## src/feasible_dvfs_level_search_top_assert.svh

```systemverilog
// ----------------------------------------------------------------------------
// Feasible DVFS level search assertion macros
// Concurrent property wrappers shared by the RTL of the level search block.
// ----------------------------------------------------------------------------
`ifndef FEASIBLE_DVFS_LEVEL_SEARCH_TOP_ASSERT_SVH
`define FEASIBLE_DVFS_LEVEL_SEARCH_TOP_ASSERT_SVH

// The consequent must hold in the same cycle as the antecedent.
`define FDLS_ASSERT_SAME(label, clk, rst_n, ante, cons, msg) \
	label: assert property (@(posedge clk) disable iff (!rst_n) (ante) |-> (cons)) \
		else $error(msg);

// The consequent must hold in the cycle after the antecedent.
`define FDLS_ASSERT_NEXT(label, clk, rst_n, ante, cons, msg) \
	label: assert property (@(posedge clk) disable iff (!rst_n) (ante) |=> (cons)) \
		else $error(msg);

`endif

```

## src/fdls_pkg.sv

```systemverilog
// ----------------------------------------------------------------------------
// Feasible DVFS level search package
// Field widths, register map, reset values and unit interface types.
// ----------------------------------------------------------------------------
`default_nettype none

package fdls_pkg;

	localparam int OP_W      = 2;
	localparam int IDX_W     = 4;
	localparam int LEVEL_W   = 4;
	localparam int FREQ_W    = 22;
	localparam int RT_W      = 20;
	localparam int TS_W      = 5;
	localparam int TGT_W     = 20;
	localparam int MARGIN_W  = 11;
	localparam int FACTOR_W  = 11;
	localparam int FNEXT_W   = 23;
	localparam int TICKS_W   = FREQ_W + RT_W;
	localparam int LEVEL_CAP = 16;
	localparam int DEFAULT_TABLE_DEPTH = 16;

	localparam logic [FACTOR_W-1:0] PERMILLE = 11'd1000;
	localparam logic [FREQ_W-1:0]   FREQ_MAX = 22'h3FFFFF;

	localparam logic [TS_W-1:0]     RST_TABLE_SIZE = 5'd1;
	localparam logic [TGT_W-1:0]    RST_TARGET     = 20'd16666;
	localparam logic [MARGIN_W-1:0] RST_MARGIN     = 11'd0;

	localparam logic [1:0] REG_TABLE_SIZE = 2'd0;
	localparam logic [1:0] REG_TARGET     = 2'd1;
	localparam logic [1:0] REG_MARGIN     = 2'd2;

	typedef enum logic [OP_W-1:0] {
		OP_LOAD   = 2'd0,
		OP_SET    = 2'd1,
		OP_REPORT = 2'd2,
		OP_QUERY  = 2'd3
	} op_t;

	typedef struct packed {
		logic              start;
		logic [FREQ_W-1:0] a;
		logic [RT_W-1:0]   b;
	} mul_req_t;

	typedef struct packed {
		logic               busy;
		logic               done;
		logic [TICKS_W-1:0] p;
	} mul_rsp_t;

	typedef struct packed {
		logic               start;
		logic [TICKS_W-1:0] dividend;
		logic [FNEXT_W-1:0] divisor;
	} div_req_t;

	typedef struct packed {
		logic               busy;
		logic               done;
		logic [TICKS_W-1:0] q;
	} div_rsp_t;

endpackage

`default_nettype wire

```

## src/fdls_ram.sv

```systemverilog
// ----------------------------------------------------------------------------
// Generic RAM
// One write port and one read port with registered read data.
// ----------------------------------------------------------------------------
`default_nettype none

module fdls_ram #(
	parameter int WIDTH = 8,
	parameter int DEPTH = 16,
	localparam int AW = $clog2(DEPTH)
) (
	input  logic             clk,
	input  logic             we,
	input  logic [AW-1:0]    waddr,
	input  logic [WIDTH-1:0] wdata,
	input  logic [AW-1:0]    raddr,
	output logic [WIDTH-1:0] rdata
);

	logic [WIDTH-1:0] mem_q [DEPTH];
	logic [WIDTH-1:0] rdata_q;

	always_ff @(posedge clk) begin
		if (we) begin
			mem_q[waddr] <= wdata;
		end
		rdata_q <= mem_q[raddr];
	end

	assign rdata = rdata_q;

endmodule

`default_nettype wire

```

## src/fdls_mul.sv

```systemverilog
// ----------------------------------------------------------------------------
// Bit-serial multiplier
// Shift-and-add multiplier that retires one multiplier bit per cycle.
// ----------------------------------------------------------------------------
`default_nettype none

module fdls_mul
	import fdls_pkg::*;
(
	input  logic     clk,
	input  logic     arst_n,
	input  mul_req_t req,
	output mul_rsp_t rsp
);

	localparam int CNT_W = $clog2(RT_W + 1);

	logic [CNT_W-1:0]   cnt_q;
	logic               busy_q;
	logic               done_q;
	logic [FREQ_W-1:0]  a_q;
	logic [TICKS_W-1:0] p_q;
	logic [FREQ_W:0]    sum;

	assign sum = {1'b0, p_q[TICKS_W-1:RT_W]} + (p_q[0] ? {1'b0, a_q} : '0);

	always_ff @(posedge clk or negedge arst_n) begin
		if (!arst_n) begin
			busy_q <= 1'b0;
			done_q <= 1'b0;
			cnt_q  <= '0;
		end else begin
			done_q <= 1'b0;
			if (req.start) begin
				busy_q <= 1'b1;
				cnt_q  <= CNT_W'(RT_W);
			end else if (busy_q) begin
				cnt_q <= cnt_q - 1'b1;
				if (cnt_q == CNT_W'(1)) begin
					busy_q <= 1'b0;
					done_q <= 1'b1;
				end
			end
		end
	end

	always_ff @(posedge clk) begin
		if (req.start) begin
			a_q <= req.a;
			p_q <= {{FREQ_W{1'b0}}, req.b};
		end else if (busy_q) begin
			p_q <= {sum, p_q[RT_W-1:1]};
		end
	end

	always_comb begin
		rsp.busy = busy_q;
		rsp.done = done_q;
		rsp.p    = p_q;
	end

endmodule

`default_nettype wire

```

## src/fdls_div.sv

```systemverilog
// ----------------------------------------------------------------------------
// Bit-serial divider
// Restoring divider that produces one quotient bit per cycle.
// ----------------------------------------------------------------------------
`default_nettype none

module fdls_div
	import fdls_pkg::*;
(
	input  logic     clk,
	input  logic     arst_n,
	input  div_req_t req,
	output div_rsp_t rsp
);

	localparam int CNT_W = $clog2(TICKS_W + 1);

	logic [CNT_W-1:0]   cnt_q;
	logic               busy_q;
	logic               done_q;
	logic [FNEXT_W-1:0] rem_q;
	logic [FNEXT_W-1:0] dvs_q;
	logic [TICKS_W-1:0] quo_q;
	logic [FNEXT_W:0]   shifted;
	logic [FNEXT_W+1:0] diff;
	logic               fits;

	assign shifted = {rem_q, quo_q[TICKS_W-1]};
	assign diff    = {1'b0, shifted} - {2'b00, dvs_q};
	assign fits    = !diff[FNEXT_W+1];

	always_ff @(posedge clk or negedge arst_n) begin
		if (!arst_n) begin
			busy_q <= 1'b0;
			done_q <= 1'b0;
			cnt_q  <= '0;
		end else begin
			done_q <= 1'b0;
			if (req.start) begin
				busy_q <= 1'b1;
				cnt_q  <= CNT_W'(TICKS_W);
			end else if (busy_q) begin
				cnt_q <= cnt_q - 1'b1;
				if (cnt_q == CNT_W'(1)) begin
					busy_q <= 1'b0;
					done_q <= 1'b1;
				end
			end
		end
	end

	always_ff @(posedge clk) begin
		if (req.start) begin
			rem_q <= '0;
			quo_q <= req.dividend;
			dvs_q <= req.divisor;
		end else if (busy_q) begin
			rem_q <= fits ? diff[FNEXT_W-1:0] : shifted[FNEXT_W-1:0];
			quo_q <= {quo_q[TICKS_W-2:0], fits};
		end
	end

	always_comb begin
		rsp.busy = busy_q;
		rsp.done = done_q;
		rsp.q    = quo_q;
	end

endmodule

`default_nettype wire

```

## src/feasible_dvfs_level_search_top.sv

```systemverilog
// ----------------------------------------------------------------------------
// Feasible DVFS level search
// Frequency table, current level and the query walk for one clock domain.
// ----------------------------------------------------------------------------
// The block handles one item at a time. A load or set is decoded and its result
// registered for output. A frequency report reads table entries one at a time,
// first downward and then upward from the current level, until it finds the
// level. A query first forms the tick count on the bit-serial multiplier, then
// for every level it visits runs a serial multiply for the derating and two
// serial divides, one by the permille constant and one for the new estimate;
// the second divide is skipped when the first quotient is zero. The result sits
// in an output register, so the next item is taken while it waits.
`default_nettype none

`include "feasible_dvfs_level_search_top_assert.svh"

module feasible_dvfs_level_search_top
	import fdls_pkg::*;
#(
	parameter int TABLE_DEPTH = DEFAULT_TABLE_DEPTH
) (
	input  logic               clk,
	input  logic               arst_n,
	input  logic               psel,
	input  logic               penable,
	input  logic               pwrite,
	input  logic [3:0]         paddr,
	input  logic [31:0]        pwdata,
	output logic [31:0]        prdata,
	output logic               pready,
	input  logic               in_valid,
	output logic               in_ready,
	input  logic [OP_W-1:0]    op,
	input  logic [IDX_W-1:0]   index,
	input  logic [FREQ_W-1:0]  freq_khz,
	input  logic [RT_W-1:0]    render_time,
	output logic               out_valid,
	input  logic               out_ready,
	output logic [FREQ_W-1:0]  next_freq,
	output logic [LEVEL_W-1:0] level,
	output logic               status
);

	localparam int AW = $clog2(TABLE_DEPTH);
	localparam logic [TS_W-1:0] N_CAP =
		TS_W'((TABLE_DEPTH < LEVEL_CAP) ? TABLE_DEPTH : LEVEL_CAP);
	localparam logic signed [MARGIN_W:0] PM_POS = 12'sd1000;
	localparam logic signed [MARGIN_W:0] PM_NEG = -12'sd1000;

	typedef enum logic [4:0] {
		S_IDLE,
		S_DECODE,
		S_RPT_DN,
		S_RPT_DN_W,
		S_RPT_DN_RD,
		S_RPT_UP,
		S_RPT_UP_W,
		S_RPT_UP_RD,
		S_Q_FETCH,
		S_Q_TICKS,
		S_Q_TICKS_W,
		S_DN_CHK,
		S_UP_CHK,
		S_D_FETCH,
		S_D_MUL,
		S_D_MUL_W,
		S_D_DIV1_W,
		S_D_DIV2_W,
		S_FINISH
	} state_t;

	logic [TS_W-1:0]     table_size_q;
	logic [TGT_W-1:0]    target_q;
	logic [MARGIN_W-1:0] margin_q;

	state_t              state_q;
	op_t                 op_q;
	logic [IDX_W-1:0]    idx_q;
	logic [FREQ_W-1:0]   f_q;
	logic [RT_W-1:0]     rt_q;
	logic [LEVEL_W-1:0]  cl_q;
	logic [TS_W-1:0]     i_q;
	logic [TS_W-1:0]     addr_q;
	logic [TICKS_W-1:0]  ticks_q;
	logic [TICKS_W-1:0]  est_q;
	logic [FNEXT_W-1:0]  fnext_q;
	logic                dir_dn_q;
	logic [FREQ_W-1:0]   rs_freq_q;
	logic                rs_status_q;
	logic                out_valid_q;
	logic [FREQ_W-1:0]   next_freq_q;
	logic [LEVEL_W-1:0]  level_q;
	logic                status_q;
	mul_req_t            mul_req_q;
	div_req_t            div_req_q;

	mul_rsp_t            mul_rsp;
	div_rsp_t            div_rsp;
	logic [TS_W-1:0]     n;
	logic [TS_W-1:0]     start_lv;
	logic [FREQ_W-1:0]   ram_rdata;
	logic                ram_we;
	logic                in_xfer;
	logic                cfg_wr;
	logic signed [MARGIN_W:0] m_ext;
	logic signed [MARGIN_W:0] m_sat;
	logic [FACTOR_W-1:0] factor;
	logic [FREQ_W-1:0]   fnext_sat;

	assign pready  = 1'b1;
	assign cfg_wr  = psel && penable && pwrite;
	assign in_ready = (state_q == S_IDLE);
	assign in_xfer  = in_valid && in_ready;

	assign n        = (table_size_q < N_CAP) ? table_size_q : N_CAP;
	assign start_lv = ({1'b0, cl_q} >= n) ? (n - 1'b1) : {1'b0, cl_q};
	assign ram_we   = in_xfer && (op_t'(op) == OP_LOAD) && ({1'b0, index} < n);

	assign m_ext  = {margin_q[MARGIN_W-1], margin_q};
	assign m_sat  = (m_ext > PM_POS) ? PM_POS : ((m_ext < PM_NEG) ? PM_NEG : m_ext);
	assign factor = FACTOR_W'(PM_POS - m_sat);
	assign fnext_sat = fnext_q[FNEXT_W-1] ? FREQ_MAX : fnext_q[FREQ_W-1:0];

	always_comb begin
		case (paddr[3:2])
			REG_TABLE_SIZE: prdata = 32'(table_size_q);
			REG_TARGET:     prdata = 32'(target_q);
			REG_MARGIN:     prdata = {{(32 - MARGIN_W){margin_q[MARGIN_W-1]}}, margin_q};
			default:        prdata = '0;
		endcase
	end

	always_ff @(posedge clk or negedge arst_n) begin
		if (!arst_n) begin
			table_size_q <= RST_TABLE_SIZE;
			target_q     <= RST_TARGET;
			margin_q     <= RST_MARGIN;
		end else if (cfg_wr) begin
			case (paddr[3:2])
				REG_TABLE_SIZE: table_size_q <= pwdata[TS_W-1:0];
				REG_TARGET:     target_q     <= pwdata[TGT_W-1:0];
				REG_MARGIN:     margin_q     <= pwdata[MARGIN_W-1:0];
				default: begin
				end
			endcase
		end
	end

	fdls_ram #(
		.WIDTH(FREQ_W),
		.DEPTH(TABLE_DEPTH)
	) u_ram (
		.clk  (clk),
		.we   (ram_we),
		.waddr(AW'(index)),
		.wdata(freq_khz),
		.raddr(AW'(addr_q)),
		.rdata(ram_rdata)
	);

	fdls_mul u_mul (
		.clk   (clk),
		.arst_n(arst_n),
		.req   (mul_req_q),
		.rsp   (mul_rsp)
	);

	fdls_div u_div (
		.clk   (clk),
		.arst_n(arst_n),
		.req   (div_req_q),
		.rsp   (div_rsp)
	);

	always_ff @(posedge clk or negedge arst_n) begin
		if (!arst_n) begin
			state_q     <= S_IDLE;
			op_q        <= OP_LOAD;
			idx_q       <= '0;
			f_q         <= '0;
			rt_q        <= '0;
			cl_q        <= '0;
			i_q         <= '0;
			addr_q      <= '0;
			ticks_q     <= '0;
			est_q       <= '0;
			fnext_q     <= '0;
			dir_dn_q    <= 1'b0;
			rs_freq_q   <= '0;
			rs_status_q <= 1'b0;
			out_valid_q <= 1'b0;
			next_freq_q <= '0;
			level_q     <= '0;
			status_q    <= 1'b0;
			mul_req_q   <= '0;
			div_req_q   <= '0;
		end else begin
			mul_req_q.start <= (state_q == S_Q_TICKS) || (state_q == S_D_MUL);
			div_req_q.start <= ((state_q == S_D_MUL_W) && mul_rsp.done) ||
				((state_q == S_D_DIV1_W) && div_rsp.done && (div_rsp.q != '0));
			if ((state_q == S_FINISH) && (!out_valid_q || out_ready)) begin
				out_valid_q <= 1'b1;
			end else if (out_valid_q && out_ready) begin
				out_valid_q <= 1'b0;
			end
			case (state_q)
				S_IDLE: begin
					if (in_xfer) begin
						op_q    <= op_t'(op);
						idx_q   <= index;
						f_q     <= freq_khz;
						rt_q    <= render_time;
						state_q <= S_DECODE;
					end
				end
				S_DECODE: begin
					rs_freq_q <= '0;
					fnext_q   <= '0;
					case (op_q)
						OP_LOAD: begin
							rs_status_q <= ({1'b0, idx_q} >= n);
							state_q     <= S_FINISH;
						end
						OP_SET: begin
							rs_status_q <= ({1'b0, idx_q} >= n);
							if ({1'b0, idx_q} < n) begin
								cl_q <= idx_q;
							end
							state_q <= S_FINISH;
						end
						OP_REPORT: begin
							rs_status_q <= (n == '0);
							if (n == '0) begin
								state_q <= S_FINISH;
							end else begin
								i_q     <= {1'b0, cl_q};
								state_q <= S_RPT_DN;
							end
						end
						OP_QUERY: begin
							rs_status_q <= (n == '0);
							if ((n != '0) && (target_q != '0)) begin
								i_q     <= start_lv;
								addr_q  <= start_lv;
								est_q   <= TICKS_W'(rt_q);
								state_q <= S_Q_FETCH;
							end else begin
								state_q <= S_FINISH;
							end
						end
						default: begin
							rs_status_q <= 1'b0;
							state_q     <= S_FINISH;
						end
					endcase
				end
				S_RPT_DN: begin
					if (i_q == '0) begin
						state_q <= S_RPT_UP;
					end else if (i_q >= n) begin
						i_q <= i_q - 1'b1;
					end else begin
						addr_q  <= i_q;
						state_q <= S_RPT_DN_W;
					end
				end
				S_RPT_DN_W: begin
					state_q <= S_RPT_DN_RD;
				end
				S_RPT_DN_RD: begin
					if (f_q <= ram_rdata) begin
						state_q <= S_RPT_UP;
					end else begin
						i_q     <= i_q - 1'b1;
						state_q <= S_RPT_DN;
					end
				end
				S_RPT_UP: begin
					if (i_q >= n) begin
						cl_q    <= LEVEL_W'(n - 1'b1);
						state_q <= S_FINISH;
					end else begin
						addr_q  <= i_q;
						state_q <= S_RPT_UP_W;
					end
				end
				S_RPT_UP_W: begin
					state_q <= S_RPT_UP_RD;
				end
				S_RPT_UP_RD: begin
					if (f_q >= ram_rdata) begin
						cl_q    <= i_q[LEVEL_W-1:0];
						state_q <= S_FINISH;
					end else begin
						i_q     <= i_q + 1'b1;
						state_q <= S_RPT_UP;
					end
				end
				S_Q_FETCH: begin
					state_q <= S_Q_TICKS;
				end
				S_Q_TICKS: begin
					mul_req_q.a <= ram_rdata;
					mul_req_q.b <= rt_q;
					state_q     <= S_Q_TICKS_W;
				end
				S_Q_TICKS_W: begin
					if (mul_rsp.done) begin
						ticks_q <= mul_rsp.p;
						state_q <= S_DN_CHK;
					end
				end
				S_DN_CHK: begin
					if ((i_q != '0) && (est_q > TICKS_W'(target_q))) begin
						i_q      <= i_q - 1'b1;
						addr_q   <= i_q - 1'b1;
						dir_dn_q <= 1'b1;
						state_q  <= S_D_FETCH;
					end else begin
						state_q <= S_UP_CHK;
					end
				end
				S_UP_CHK: begin
					if ((i_q + 1'b1) < n) begin
						addr_q   <= i_q + 1'b1;
						dir_dn_q <= 1'b0;
						state_q  <= S_D_FETCH;
					end else begin
						rs_freq_q <= fnext_sat;
						state_q   <= S_FINISH;
					end
				end
				S_D_FETCH: begin
					state_q <= S_D_MUL;
				end
				S_D_MUL: begin
					mul_req_q.a <= ram_rdata;
					mul_req_q.b <= RT_W'(factor);
					state_q     <= S_D_MUL_W;
				end
				S_D_MUL_W: begin
					if (mul_rsp.done) begin
						div_req_q.dividend <= mul_rsp.p;
						div_req_q.divisor  <= FNEXT_W'(PERMILLE);
						state_q            <= S_D_DIV1_W;
					end
				end
				S_D_DIV1_W: begin
					if (div_rsp.done) begin
						fnext_q <= div_rsp.q[FNEXT_W-1:0];
						if (div_rsp.q == '0) begin
							rs_freq_q <= '0;
							state_q   <= S_FINISH;
						end else begin
							div_req_q.dividend <= ticks_q;
							div_req_q.divisor  <= div_rsp.q[FNEXT_W-1:0];
							state_q            <= S_D_DIV2_W;
						end
					end
				end
				S_D_DIV2_W: begin
					if (div_rsp.done) begin
						est_q <= div_rsp.q;
						if (dir_dn_q) begin
							state_q <= S_DN_CHK;
						end else if (div_rsp.q < TICKS_W'(target_q)) begin
							i_q     <= i_q + 1'b1;
							state_q <= S_UP_CHK;
						end else begin
							rs_freq_q <= fnext_sat;
							state_q   <= S_FINISH;
						end
					end
				end
				S_FINISH: begin
					if (!out_valid_q || out_ready) begin
						next_freq_q <= rs_freq_q;
						level_q     <= cl_q;
						status_q    <= rs_status_q;
						state_q     <= S_IDLE;
					end
				end
				default: begin
					state_q <= S_IDLE;
				end
			endcase
		end
	end

	assign out_valid = out_valid_q;
	assign next_freq = next_freq_q;
	assign level     = level_q;
	assign status    = status_q;

	`FDLS_ASSERT_NEXT(a_busy_after_xfer, clk, arst_n, in_xfer, !in_ready,
		"input taken while an item is in progress")
	`FDLS_ASSERT_SAME(a_mul_start_idle, clk, arst_n, mul_req_q.start, !mul_rsp.busy,
		"multiplier started while busy")
	`FDLS_ASSERT_SAME(a_div_start_idle, clk, arst_n, div_req_q.start, !div_rsp.busy,
		"divider started while busy")
	`FDLS_ASSERT_SAME(a_reject_no_freq, clk, arst_n, out_valid && status, next_freq == '0,
		"rejected item carries a frequency")

endmodule

`default_nettype wire
```

## config.mk

```make
export PLATFORM = sky130hd
export DESIGN_NAME = feasible_dvfs_level_search_top
export DESIGN_NICKNAME = d
export VERILOG_FILES = /design/src/fdls_pkg.sv /design/src/fdls_ram.sv /design/src/fdls_mul.sv /design/src/fdls_div.sv /design/src/feasible_dvfs_level_search_top.sv
export VERILOG_INCLUDE_DIRS = /design/src /design/src/src
export SDC_FILE = /design/constraint.sdc
export NUM_CORES = 1
export LEC_CHECK = 0
export BUFFER_PORTS_ARGS = -buffer_cell sky130_fd_sc_hd__clkbuf_2
export CORE_UTILIZATION = 35
export DETAILED_ROUTE_END_ITERATION = 16
export GPL_ROUTABILITY_DRIVEN = 1
export PLACE_DENSITY = 0.53
export REMOVE_ABC_BUFFERS = 1
export SYNTH_ARGS = -nofsm -noshare
export SYNTH_HDL_FRONTEND = slang
export SYNTH_HIERARCHICAL = 1
export SYNTH_SLANG_ARGS = --single-unit
```

## constraint.sdc

```tcl
create_clock -name clk -period 11.7 [get_ports clk]
set_input_delay 0.585 -clock clk [delete_from_list [all_inputs] [get_ports clk]]
set_output_delay 0.585 -clock clk [all_outputs]
set_load 0.005 [all_outputs]
```

==> run_results.csv <==
group,metric,value,unit
timing,grt_setup_unrepaired,"no",
hold_path,min_to,"target_q[19]",
clock_network,cts_hold_buffers,1,
timing,worst_slew_pin_slew,1.148,ns
timing,period_minus_slack,4.904,ns
critical_path,r2r-start,"table_size_q[4]",
floorplanning,design.core.area,116500,µm²
power,powerDensity,218.7,nW/µm²
power,swShare,0.3253,
routing,ant_nets,0,
floorplanning,ios,153,
critical_path,setup.worst_path.class,"reg -> reg",
timing,fmax,203.9,MHz
floorplanning,die_h,345.4,µm
grt,track_usage,0.1693,
finish,utilization,0.4033,
critical_path,crit_arrival,5.25,ns
floorplanning,die_w,345.4,µm
yosys,syn_inst,3256,
power,pwr-share-comb,0.273,
timing,hold_viol_final,0,
power,p_int,6.933,mW
critical_path,critical_path_required,12.05,ns
floorplanning,rows,125,
finish,layout.cells.non_filler,4988,
finish,antenna-diode-count,0,
clock_network,cts_made_buffers,101,
clock_network,cts.reportedPaths.clkPinSlew,0.06,ns
clock_network,tritoncts,"yes",
critical_path,cp-end-kind,"register",
clock_network,cts_buffer_depth,3,
critical_path,start_kind,"register",
power,peakVddDrop,145.6,µV
clock_network,clkLatencyLatePin,0.69,ns
finish,fillers,10992,
critical_path,r2r-end,"u_ram/mem_q[12][18]",
routing,vias,26047,
timing,skew,0.04885,ns
floorplanning,die_area,119300,µm²
power,seqPwrFrac,0.417,
finish,nNetsFinal,3606,
yosys,syn_area,41270,µm²
routing,drcViolationCount,0,
power,power,10.28,mW
clock_network,root_buffer,"clkbuf_16",
timing,setup_tns,0,ns
floorplanning,initial_core_util,0.3542,
finish,areaGrowthSynthToFinish,13.87,%
placement,placed_cells,4795,
yosys,syn_avg_cell_area,12.67,µm²
grt,grt_pass1_vias,25958,
status,status,"complete, no violations",
grt,overflow,0,
timing,max_slew_margin,0.2276,
routing,post_drt_wl_per_cell,20.25,µm
power,power_switching,3.343,mW
grt,grt_max_degree,141,
grt,antenna_found_initial,3,
power,clkPwrFrac,0.310,
placement,gp_congestion,0.8251,
placement,hpwl,64530,µm
yosys,synth_warnings,6,
timing,setup_viol,0,
finish,layout-drive-gt1-share,0.2087,
power,total_leakage_power,18.90,nW
clock_network,h-tree-depth,3,
grt,grt_pass1_wl,157400,µm
timing,fin_crit_sh,0.4191,
hold_path,hold_depth,3,
hold_path,min_from,"pwdata[19]",
timing,report.final.slew_viol_count,0,
critical_path,reg2reg_slack,6.80,ns
timing,hold_ws,0.1014,ns
critical_path,reg2reg_depth,12,
critical_path,path_max_fanout,14,
clock_network,clock-sinks,911,
job,maxCapViolations,0,
routing,totalWireLength,101000,µm
clock_network,cts_resized,0,
routing,via_per_inst,5.222,
clock_network,post_cts_buffers,0,
hold_path,hold_path_class,"in -> reg",
placement,port_buffers,137,
routing,drt_iter0_markers,1747,
routing,firstDrtPassIters,5,
==> power by group through the flow <==
stage | registers (mW) | logic [mW] | clock network [mW]
global route | 4.35 | 3.12 | 3.40
detailed placement | 4.35 | 2.82 | 0
global placement | 4.34 | 2.80 | 0
floorplan | 4.23 | 2.02 | 0
finish | 4.28 | 2.80 | 3.19
CTS | 4.29 | 2.83 | 3.28
==> through the flow <==
step	cell area [µm²]	setup WS, ns
finish	46990	6.796
global route	46990	6.366
CTS	46990	6.796
detailed placement	43590	6.811
global placement	43590	6.914
floorplan	40430	6.658
==> critical path, cell delays in order, from the launching register on <==
cell	delay [ns]
dfrtp_1	0.50
clkinv_1	0.33
nand2_1	0.39
ha_1	0.31
o21a_1	0.10
o21ai_0	0.17
nand2b_1	0.09
a21oi_1	0.26
nor2_1	0.07
nor4_1	0.72
nand3_1	0.34
nor3_2	0.82
buf_4	0.43
==> sequential cells by signal, summed over array words and instances (netlist names), 23 cells and up <==
signal       count
u_mul/p_q       42
u_div/quo_q     42
div_req_q       66
est_q           42
fnext_q         23
u_div/dvs_q     23
u_div/rem_q     23
ticks_q         42
mul_req_q       43
u_ram/mem_q    352
==> area by class of cell <==
cell class | count | area [µm²] | area share
sequential | 911 | 24780 | 0.5273
multi-input combinational | 2040 | 15300 | 0.3256
clock buffer | 154 | 2959 | 0.06297
tap | 1524 | 1907 | 0.04058
timing repair buffer | 193 | 1131 | 0.02407
inverter | 128 | 480.5 | 0.01022
clock inverter | 38 | 436.7 | 0.009293
==> metal layers <==
layer,wire length (µm),share of wire,vias up,global-route usage
li1,-,-,12289,-
met1,46560,0.46,13021,0.2318
met2,47630,0.47,563,0.2771
met3,4050,0.040,172,0.02275
met4,2754,0.027,2,0.05512
met5,12,0.00012,-,0
==> cell usage in the layout, fill, tap and decap left out, drive strengths merged, types with 17 or more instances in the layout <==
master / instances
and2: 31
a31oi: 77
nor4: 31
dfrtp: 379
nand2b: 21
nor3: 42
o21ai: 163
a21oi: 89
dfxtp: 67
a21o: 30
buf: 56
nor2b: 20
a211oi: 17
nand3: 71
inv: 132
nor2: 198
mux2i: 52
a22o: 36
a22oi: 50
nand4: 19
mux4: 88
mux2: 203
edfxtp: 459
xnor2: 32
nand2: 420
clkinv: 28
clkbuf: 290
ha: 138
==> worst max path at each step <==
stage / to / slack [ns] / from
global route: u_ram/mem_q[12][18] / 6.37 / table_size_q[4]
CTS: u_ram/mem_q[12][18] / 6.80 / table_size_q[4]
finish: u_ram/mem_q[12][18] / 6.80 / table_size_q[4]
detailed placement: u_ram/mem_q[12][18] / 6.81 / table_size_q[4]
floorplan: u_ram/mem_q[0][0] / 6.66 / state_q[2]
global placement: u_ram/mem_q[12][18] / 6.91 / table_size_q[4]
(Power assumes the default switching activity.)
